## src/hdl/p192r_pkg.sv

```systemverilog
package p192r_pkg;

  localparam int WORD_W      = 32;
  localparam int POS_W       = 4;
  localparam int RPOS_W      = 3;
  localparam int WORDS_IN    = 12;
  localparam int WORDS_OUT   = 6;
  localparam int STORE_WORDS = WORDS_IN - 1;
  localparam int ACC_W       = WORD_W + 2;
  localparam int CARRY_W     = 2;
  localparam int QUEUE_DEPTH = 2;

  localparam logic [POS_W-1:0]  TRIGGER_POS = 4'd11;
  localparam logic [RPOS_W-1:0] LAST_POS    = 3'd5;
  localparam logic [RPOS_W-1:0] FOLD_LO_POS = 3'd0;
  localparam logic [RPOS_W-1:0] FOLD_HI_POS = 3'd2;

  localparam logic [3:0] SUM_PATTERN [14] = '{
    4'd6, 4'd10, 4'd7, 4'd11, 4'd8, 4'd6, 4'd10,
    4'd9, 4'd7, 4'd11, 4'd10, 4'd8, 4'd11, 4'd9
  };
  localparam int SUM_COUNT  [WORDS_OUT] = '{2, 2, 3, 3, 2, 2};
  localparam int SUM_OFFSET [WORDS_OUT] = '{0, 2, 4, 7, 10, 12};

  typedef logic [WORDS_IN-1:0][WORD_W-1:0] operand_t;

  typedef struct packed {
    logic [WORD_W-1:0] word_in;
    logic [POS_W-1:0]  word_pos;
  } src_word_t;

  typedef struct packed {
    logic [WORD_W-1:0] result_word;
    logic [RPOS_W-1:0] result_pos;
    logic              result_last;
  } res_word_t;

  typedef struct packed {
    logic     valid;
    operand_t data;
  } job_t;

  typedef enum logic [2:0] {
    ST_IDLE,
    ST_SUM,
    ST_FOLD1,
    ST_FOLD2,
    ST_EMIT
  } back_state_t;

endpackage

```

## src/hdl/p192_fast_reduction.sv

```systemverilog
// NIST P-192 fast reduction, word-serial.
// Source channel (src_valid / src_stall / src_data): one 32-bit word of a
// 384-bit product per cycle while src_stall is low, tagged with its position
// 0..11. Positions 0..10 are stored; position 11 snapshots the store with that
// word and queues a reduction. Positions 12..15 are dropped.
// Result channel (res_valid / res_stall / res_data): six 32-bit words, least
// significant first, result_last set on position 5. The value is below 2^192
// and congruent mod p192; no final subtraction of p is made.
// Result words follow one per cycle while res_stall is low.
// The back-end sequencer works through one load, six column-sum steps, two
// six-step carry folds and six emit steps per number, and finishes one number
// before it pops the next from the job queue; words are taken one per cycle
// while the job queue has room, and src_stall rises when it is full.
// A stall on the result channel holds the output word; the queue keeps
// taking input until it fills.
// Reset clears the queue, the sequencer and res_valid; store words are
// undefined until written.
module p192_fast_reduction #(
  parameter int QUEUE_DEPTH = p192r_pkg::QUEUE_DEPTH
) (
  input  logic                 clk,
  input  logic                 rst,
  input  logic                 src_valid,
  output logic                 src_stall,
  input  p192r_pkg::src_word_t src_data,
  output logic                 res_valid,
  input  logic                 res_stall,
  output p192r_pkg::res_word_t res_data
);

  p192r_pkg::job_t push;
  p192r_pkg::job_t head;
  logic pop;
  logic full;

  assign src_stall = full;

  p192r_front u_front (
    .clk       (clk),
    .src_valid (src_valid),
    .src_stall (src_stall),
    .src_data  (src_data),
    .push      (push)
  );

  p192r_queue #(
    .DEPTH (QUEUE_DEPTH)
  ) u_queue (
    .clk  (clk),
    .rst  (rst),
    .push (push),
    .pop  (pop),
    .head (head),
    .full (full)
  );

  p192r_back u_back (
    .clk       (clk),
    .rst       (rst),
    .head      (head),
    .pop       (pop),
    .res_valid (res_valid),
    .res_stall (res_stall),
    .res_data  (res_data)
  );

  a_last_pos : assert property (@(posedge clk) disable iff (rst)
    res_valid |-> (res_data.result_last == (res_data.result_pos == p192r_pkg::LAST_POS)))
    else $error("result_last does not match position");

  a_first_pos : assert property (@(posedge clk) disable iff (rst)
    $rose(res_valid) |-> (res_data.result_pos == '0))
    else $error("result sequence does not open at position zero");

  a_next_pos : assert property (@(posedge clk) disable iff (rst)
    (res_valid && !res_stall && !res_data.result_last) |=>
      (res_valid && (res_data.result_pos == $past(res_data.result_pos) + 3'd1)))
    else $error("result words not contiguous");

endmodule

```

## src/hdl/p192r_front.sv

```systemverilog
module p192r_front (
  input  logic                clk,
  input  logic                src_valid,
  input  logic                src_stall,
  input  p192r_pkg::src_word_t src_data,
  output p192r_pkg::job_t     push
);

  logic [p192r_pkg::STORE_WORDS-1:0][p192r_pkg::WORD_W-1:0] store;
  logic accept;

  assign accept = src_valid && !src_stall;

  always_ff @(posedge clk) begin
    if (accept && (src_data.word_pos inside {[4'd0 : p192r_pkg::TRIGGER_POS - 4'd1]})) begin
      store[src_data.word_pos] <= src_data.word_in;
    end
  end

  always_comb begin
    push.valid = accept && (src_data.word_pos == p192r_pkg::TRIGGER_POS);
    push.data  = {src_data.word_in, store};
  end

endmodule

```

## src/hdl/p192r_queue.sv

```systemverilog
module p192r_queue #(
  parameter int DEPTH = p192r_pkg::QUEUE_DEPTH
) (
  input  logic             clk,
  input  logic             rst,
  input  p192r_pkg::job_t  push,
  input  logic             pop,
  output p192r_pkg::job_t  head,
  output logic             full
);

  localparam int PTR_W = (DEPTH > 1) ? $clog2(DEPTH) : 1;
  localparam int CNT_W = $clog2(DEPTH + 1);
  localparam logic [PTR_W-1:0] PTR_LAST = PTR_W'(DEPTH - 1);
  localparam logic [CNT_W-1:0] CNT_FULL = CNT_W'(DEPTH);

  p192r_pkg::operand_t entries [DEPTH];
  logic [PTR_W-1:0] wr_ptr;
  logic [PTR_W-1:0] rd_ptr;
  logic [CNT_W-1:0] count;
  logic do_push;
  logic do_pop;

  assign full    = (count == CNT_FULL);
  assign do_push = push.valid && !full;
  assign do_pop  = pop && (count != '0);

  always_ff @(posedge clk) begin
    if (rst) begin
      wr_ptr <= '0;
      rd_ptr <= '0;
      count  <= '0;
    end else begin
      if (do_push) begin
        wr_ptr <= (wr_ptr == PTR_LAST) ? '0 : wr_ptr + 1'b1;
      end
      if (do_pop) begin
        rd_ptr <= (rd_ptr == PTR_LAST) ? '0 : rd_ptr + 1'b1;
      end
      if (do_push && !do_pop) begin
        count <= count + 1'b1;
      end else if (do_pop && !do_push) begin
        count <= count - 1'b1;
      end
    end
  end

  always_ff @(posedge clk) begin
    if (do_push) begin
      entries[wr_ptr] <= push.data;
    end
  end

  always_comb begin
    head.valid = (count != '0);
    head.data  = entries[rd_ptr];
  end

endmodule

```

## src/hdl/p192r_back.sv

```systemverilog
module p192r_back (
  input  logic                 clk,
  input  logic                 rst,
  input  p192r_pkg::job_t      head,
  output logic                 pop,
  output logic                 res_valid,
  input  logic                 res_stall,
  output p192r_pkg::res_word_t res_data
);

  localparam int AW = p192r_pkg::ACC_W;
  localparam int WW = p192r_pkg::WORD_W;
  localparam int CW = p192r_pkg::CARRY_W;
  localparam int NO = p192r_pkg::WORDS_OUT;

  p192r_pkg::back_state_t state, state_next;

  logic [p192r_pkg::RPOS_W-1:0] step;
  logic [CW-1:0] carry;
  logic [CW-1:0] k;
  logic [AW-1:0] cs [NO];
  logic [WW-1:0] r [NO];
  logic [AW-1:0] col_sum [NO];
  logic [AW-1:0] acc;
  logic [CW-1:0] fold_add;
  logic last_step;
  logic calc;
  logic emit_go;
  logic out_free;

  for (genvar g = 0; g < NO; g++) begin : g_col
    localparam int OFF = p192r_pkg::SUM_OFFSET[g];
    if (p192r_pkg::SUM_COUNT[g] == 3) begin : g_three
      assign col_sum[g] = {2'b00, head.data[g]}
                        + {2'b00, head.data[p192r_pkg::SUM_PATTERN[OFF]]}
                        + {2'b00, head.data[p192r_pkg::SUM_PATTERN[OFF+1]]}
                        + {2'b00, head.data[p192r_pkg::SUM_PATTERN[OFF+2]]};
    end else begin : g_two
      assign col_sum[g] = {2'b00, head.data[g]}
                        + {2'b00, head.data[p192r_pkg::SUM_PATTERN[OFF]]}
                        + {2'b00, head.data[p192r_pkg::SUM_PATTERN[OFF+1]]};
    end
  end

  assign last_step = (step == p192r_pkg::LAST_POS);
  assign out_free  = !res_valid || !res_stall;
  assign fold_add  = ((step == p192r_pkg::FOLD_LO_POS) || (step == p192r_pkg::FOLD_HI_POS))
                   ? k : '0;

  always_comb begin
    if (state == p192r_pkg::ST_SUM) begin
      acc = cs[0] + {{(AW-CW){1'b0}}, carry};
    end else begin
      acc = {2'b00, r[0]} + {{(AW-CW){1'b0}}, fold_add} + {{(AW-CW){1'b0}}, carry};
    end
  end

  always_comb begin
    state_next = state;
    pop        = 1'b0;
    calc       = 1'b0;
    emit_go    = 1'b0;
    case (state)
      p192r_pkg::ST_IDLE: begin
        if (head.valid) begin
          pop        = 1'b1;
          state_next = p192r_pkg::ST_SUM;
        end
      end
      p192r_pkg::ST_SUM: begin
        calc = 1'b1;
        if (last_step) state_next = p192r_pkg::ST_FOLD1;
      end
      p192r_pkg::ST_FOLD1: begin
        calc = 1'b1;
        if (last_step) state_next = p192r_pkg::ST_FOLD2;
      end
      p192r_pkg::ST_FOLD2: begin
        calc = 1'b1;
        if (last_step) state_next = p192r_pkg::ST_EMIT;
      end
      p192r_pkg::ST_EMIT: begin
        if (out_free) begin
          emit_go = 1'b1;
          if (last_step) state_next = p192r_pkg::ST_IDLE;
        end
      end
      default: begin
        state_next = p192r_pkg::ST_IDLE;
      end
    endcase
  end

  always_ff @(posedge clk) begin
    if (rst) begin
      state <= p192r_pkg::ST_IDLE;
    end else begin
      state <= state_next;
    end
  end

  always_ff @(posedge clk) begin
    if (rst) begin
      step      <= '0;
      carry     <= '0;
      res_valid <= 1'b0;
    end else begin
      if (pop) begin
        step  <= '0;
        carry <= '0;
      end else if (calc || emit_go) begin
        step <= last_step ? '0 : step + 1'b1;
        if (calc) begin
          carry <= last_step ? '0 : acc[AW-1 -: CW];
        end
      end
      if (emit_go) begin
        res_valid <= 1'b1;
      end else if (!res_stall) begin
        res_valid <= 1'b0;
      end
    end
  end

  always_ff @(posedge clk) begin
    if (pop) begin
      for (int i = 0; i < NO; i++) begin
        cs[i] <= col_sum[i];
      end
    end else if (state == p192r_pkg::ST_SUM) begin
      for (int i = 0; i < NO - 1; i++) begin
        cs[i] <= cs[i+1];
      end
    end
    if (calc && last_step) begin
      k <= acc[AW-1 -: CW];
    end
    if (calc || emit_go) begin
      for (int i = 0; i < NO - 1; i++) begin
        r[i] <= r[i+1];
      end
      r[NO-1] <= calc ? acc[WW-1:0] : r[0];
    end
    if (emit_go) begin
      res_data.result_word <= r[0];
      res_data.result_pos  <= step;
      res_data.result_last <= last_step;
    end
  end

endmodule

```

## config.mk

```make
export PLATFORM = sky130hd
export DESIGN_NAME = p192_fast_reduction
export DESIGN_NICKNAME = d
export VERILOG_FILES = /design/src/hdl/p192r_pkg.sv /design/src/hdl/p192_fast_reduction.sv /design/src/hdl/p192r_front.sv /design/src/hdl/p192r_queue.sv /design/src/hdl/p192r_back.sv
export SDC_FILE = /design/constraint.sdc
export NUM_CORES = 2
export LEC_CHECK = 0
export BUFFER_PORTS_ARGS = -buffer_cell sky130_fd_sc_hd__buf_4
export CAP_MARGIN = 20
export CORE_MARGIN = 1.5
export CORE_UTILIZATION = 33
export CTS_CLUSTER_SIZE = 24
export DETAILED_ROUTE_END_ITERATION = 16
export HOLD_SLACK_MARGIN = 0.02
export PLACE_DENSITY = 0.54
export SKIP_CTS_REPAIR_TIMING = 1
export SLEW_MARGIN = 20
export SYNTH_ARGS = -nofsm -noshare
export SYNTH_HDL_FRONTEND = slang
export SYNTH_SLANG_ARGS = --single-unit
```

## constraint.sdc

```tcl
create_clock -name clk -period 37 [get_ports clk]
set_clock_uncertainty 0.2 [all_clocks]
set_input_delay 1.85 -clock clk [delete_from_list [all_inputs] [get_ports clk]]
set_output_delay 1.85 -clock clk [all_outputs]
set_load 0.005 [all_outputs]
```

==> flow_metrics.tcl <==
set metrics [dict create \
    synth_edf_count 1554 \
    tns_ps 0 \
    grt_pass1_wl_um 273000 \
    hold_path.class "reg -> reg" \
    drc 0 \
    firstDrtPassIters 6 \
    vias_per_cell 5.09 \
    grt.overflow.total 0 \
    cts.htree.levels 4 \
    insertion_delay_ps 800 \
    final-setup-viol-count 0 \
    synthesis.area_mm2 0.0753 \
    cts_tree "done" \
    cp_max_fo 66 \
    numCtsBuffers 167 \
    synth_warnings 0 \
    synth.distinct_cells 94 \
    via_count 44600 \
    grt_max_degree 150 \
    yosys.area.top_type_share_pct 62.0 \
    rsz0062_at_grt "no" \
    timing.fmax_ghz 0.123 \
    io_pins 78 \
    finalCritPeriodShare_pct 22.0 \
    synth-seq-area-share_pct 62.4 \
    slew_violations 0 \
    core_area_mm2 0.227 \
    status "completed" \
    clockRootBuffer "clkbuf_16" \
    yosysMostFrequentCell "edfxtp_1" \
    hold_viol_final 0 \
    dieHeight_um 481 \
    synth_seq_cells 1568 \
    drt_iter0_drc 3495 \
    clock_sinks 1568 \
    maxCapViolations 0 \
    ant_nets 0 \
    wl_um 184000 \
    initial_core_util_pct 33.1 \
    cts_buffer_depth 3 \
    portBuffers 77 \
    worst_pin_slew_ps 1200 \
    crit_type "reg -> reg" \
    gp_congestion 0.895 \
    dominantRegCellSynth "edfxtp_1" \
    grtUsageTotal_pct 15.6 \
    layout_min_cycle_time_ps 8150 \
    synthTopCellsByArea "edfxtp_1, ha_1, mux2_2" \
    drive_gt1_share_pct 13.7 \
    yosysTopAreaCell "edfxtp_1" \
    path_clk_slew_ps 60 \
    cp-start-kind "register" \
    yosys-top-cells-count "edfxtp_1, a21oi_1, ha_1" \
    synthesis.instances 5456 \
    grt_pass1_vias 44600 \
    synth_nets 5963 \
    avgRoutedWirePerCell_um 21.0 \
    area_growth_pct 12.9 \
    fp-row-count 175 \
    fin_nets 6130 \
    fp.dieArea_mm2 0.231 \
    antenna_found_initial 9 \
    async_flop_share_pct 0 \
    dpl.hpwl_um 129000 \
    arrival_ps 8560 \
    die_w_um 481 \
    worst_setup_path_end_kind "register" \
    required_ps 37410 \
    slew_headroom_pct 19.9 \
    syn-mean-instance-area_um2 13.8 \
]
[through the flow]
stage	hold slack, ps	setup slack, ps	area, um2	utilization [%]	instances
3_3_place_gp	200	28410	79600	35.1	8462
2_1_floorplan	200	7130	75300	-	5456
6_report	186	28850	84900	37.4	8770
4_1_cts	176	28270	84900	37.4	8766
3_5_place_dp	205	28330	79600	35.1	8462
5_1_grt	192	28160	84900	37.4	8768
[final cells by class]
| cell class | instances | area, um2 |
|---|---|---|
| diodes | 3 | 7.51 |
| clock buffers | 205 | 4350 |
| clock inverters | 99 | 930 |
| fillers | 21400 | 142000 |
| inverters | 160 | 601 |
| multi-input cells | 3606 | 27400 |
| flip-flops and latches | 1568 | 46900 |
| well taps | 3009 | 3760 |
| repair buffers | 120 | 980 |
[layout by cell type, fill, tap and decap left out, drive strengths merged, types with 47 or more instances in the layout]
master,instances
a211oi,49
a21o,170
a21oi,393
buf,120
clkbuf,205
clkinv,62
edfxtp,1554
fa,78
ha,389
inv,173
mux2,358
nand2,337
nand2b,56
nand3,98
nor2,307
nor2b,47
nor3,81
o21ai,294
xnor2,218
xor2,147
[flip-flops by register name, indices dropped and copies added (netlist names), named ones only]
| name | flops |
|---|---|
| u_queue.wr_ptr | 1 |
| u_front.push | 352 |
| u_back.cs | 204 |
| u_back.state | 3 |
| u_back.k | 2 |
| u_queue.count | 2 |
| u_back.carry | 2 |
| u_back.r | 192 |
| u_queue.entries | 768 |
| u_back.res_data | 36 |
| u_back.res_valid | 1 |
| u_queue.rd_ptr | 1 |
| u_back.step | 3 |
[worst paths after layout]
check,endpoint,startpoint,slack [ps],depth (start not counted)
worst min-delay path,u_back.r[4][25]$_DFFE_PP_,u_back.r[5][25]$_DFFE_PP_,190,0
worst min register to register,u_back.r[4][25]$_DFFE_PP_,u_back.r[5][25]$_DFFE_PP_,190,0
worst max register to register,u_back.cs[0][29]$_DFFE_PP_,register,28850,22
worst max-delay path,u_back.cs[0][29]$_DFFE_PP_,register,28850,22
[worst max-delay path: stages (launching register included)]
cell,delay (ps)
dfxtp_4,690
buf_4,940
buf_4,770
mux2_2,450
ha_1,340
o21ai_0,180
a21oi_1,120
or3_1,310
a21oi_1,160
a31oi_1,110
a221oi_1,650
o21bai_1,190
o311a_1,360
o21ai_0,230
xnor2_1,100
ha_1,360
o21a_1,150
o21a_1,160
inv_1,70
o311ai_1,600
a21oi_1,180
or4b_1,490
nand3_1,80
[cell families after synthesis]
kind of cell | synth area share (%)
compound gates | 10.1
xor+xnor | 4.25
fa+ha+maj | 8.54
buf+inv | 1.44
flops | 62.4
mux | 5.91
simple gates | 7.42
[routing by layer]
metal | global-route usage, % | vias to the layer above | routed length, um
met5 | 0 | - | 0
met4 | 3.98 | 0 | 4050
met3 | 2.14 | 247 | 9050
li1 | - | 21100 | -
met2 | 23.7 | 1102 | 80300
met1 | 23.3 | 22200 | 90700
Power is left out: the tool's default activity adds up to more than one toggle a clock period on the data nets, which glitch-free logic cannot reach.
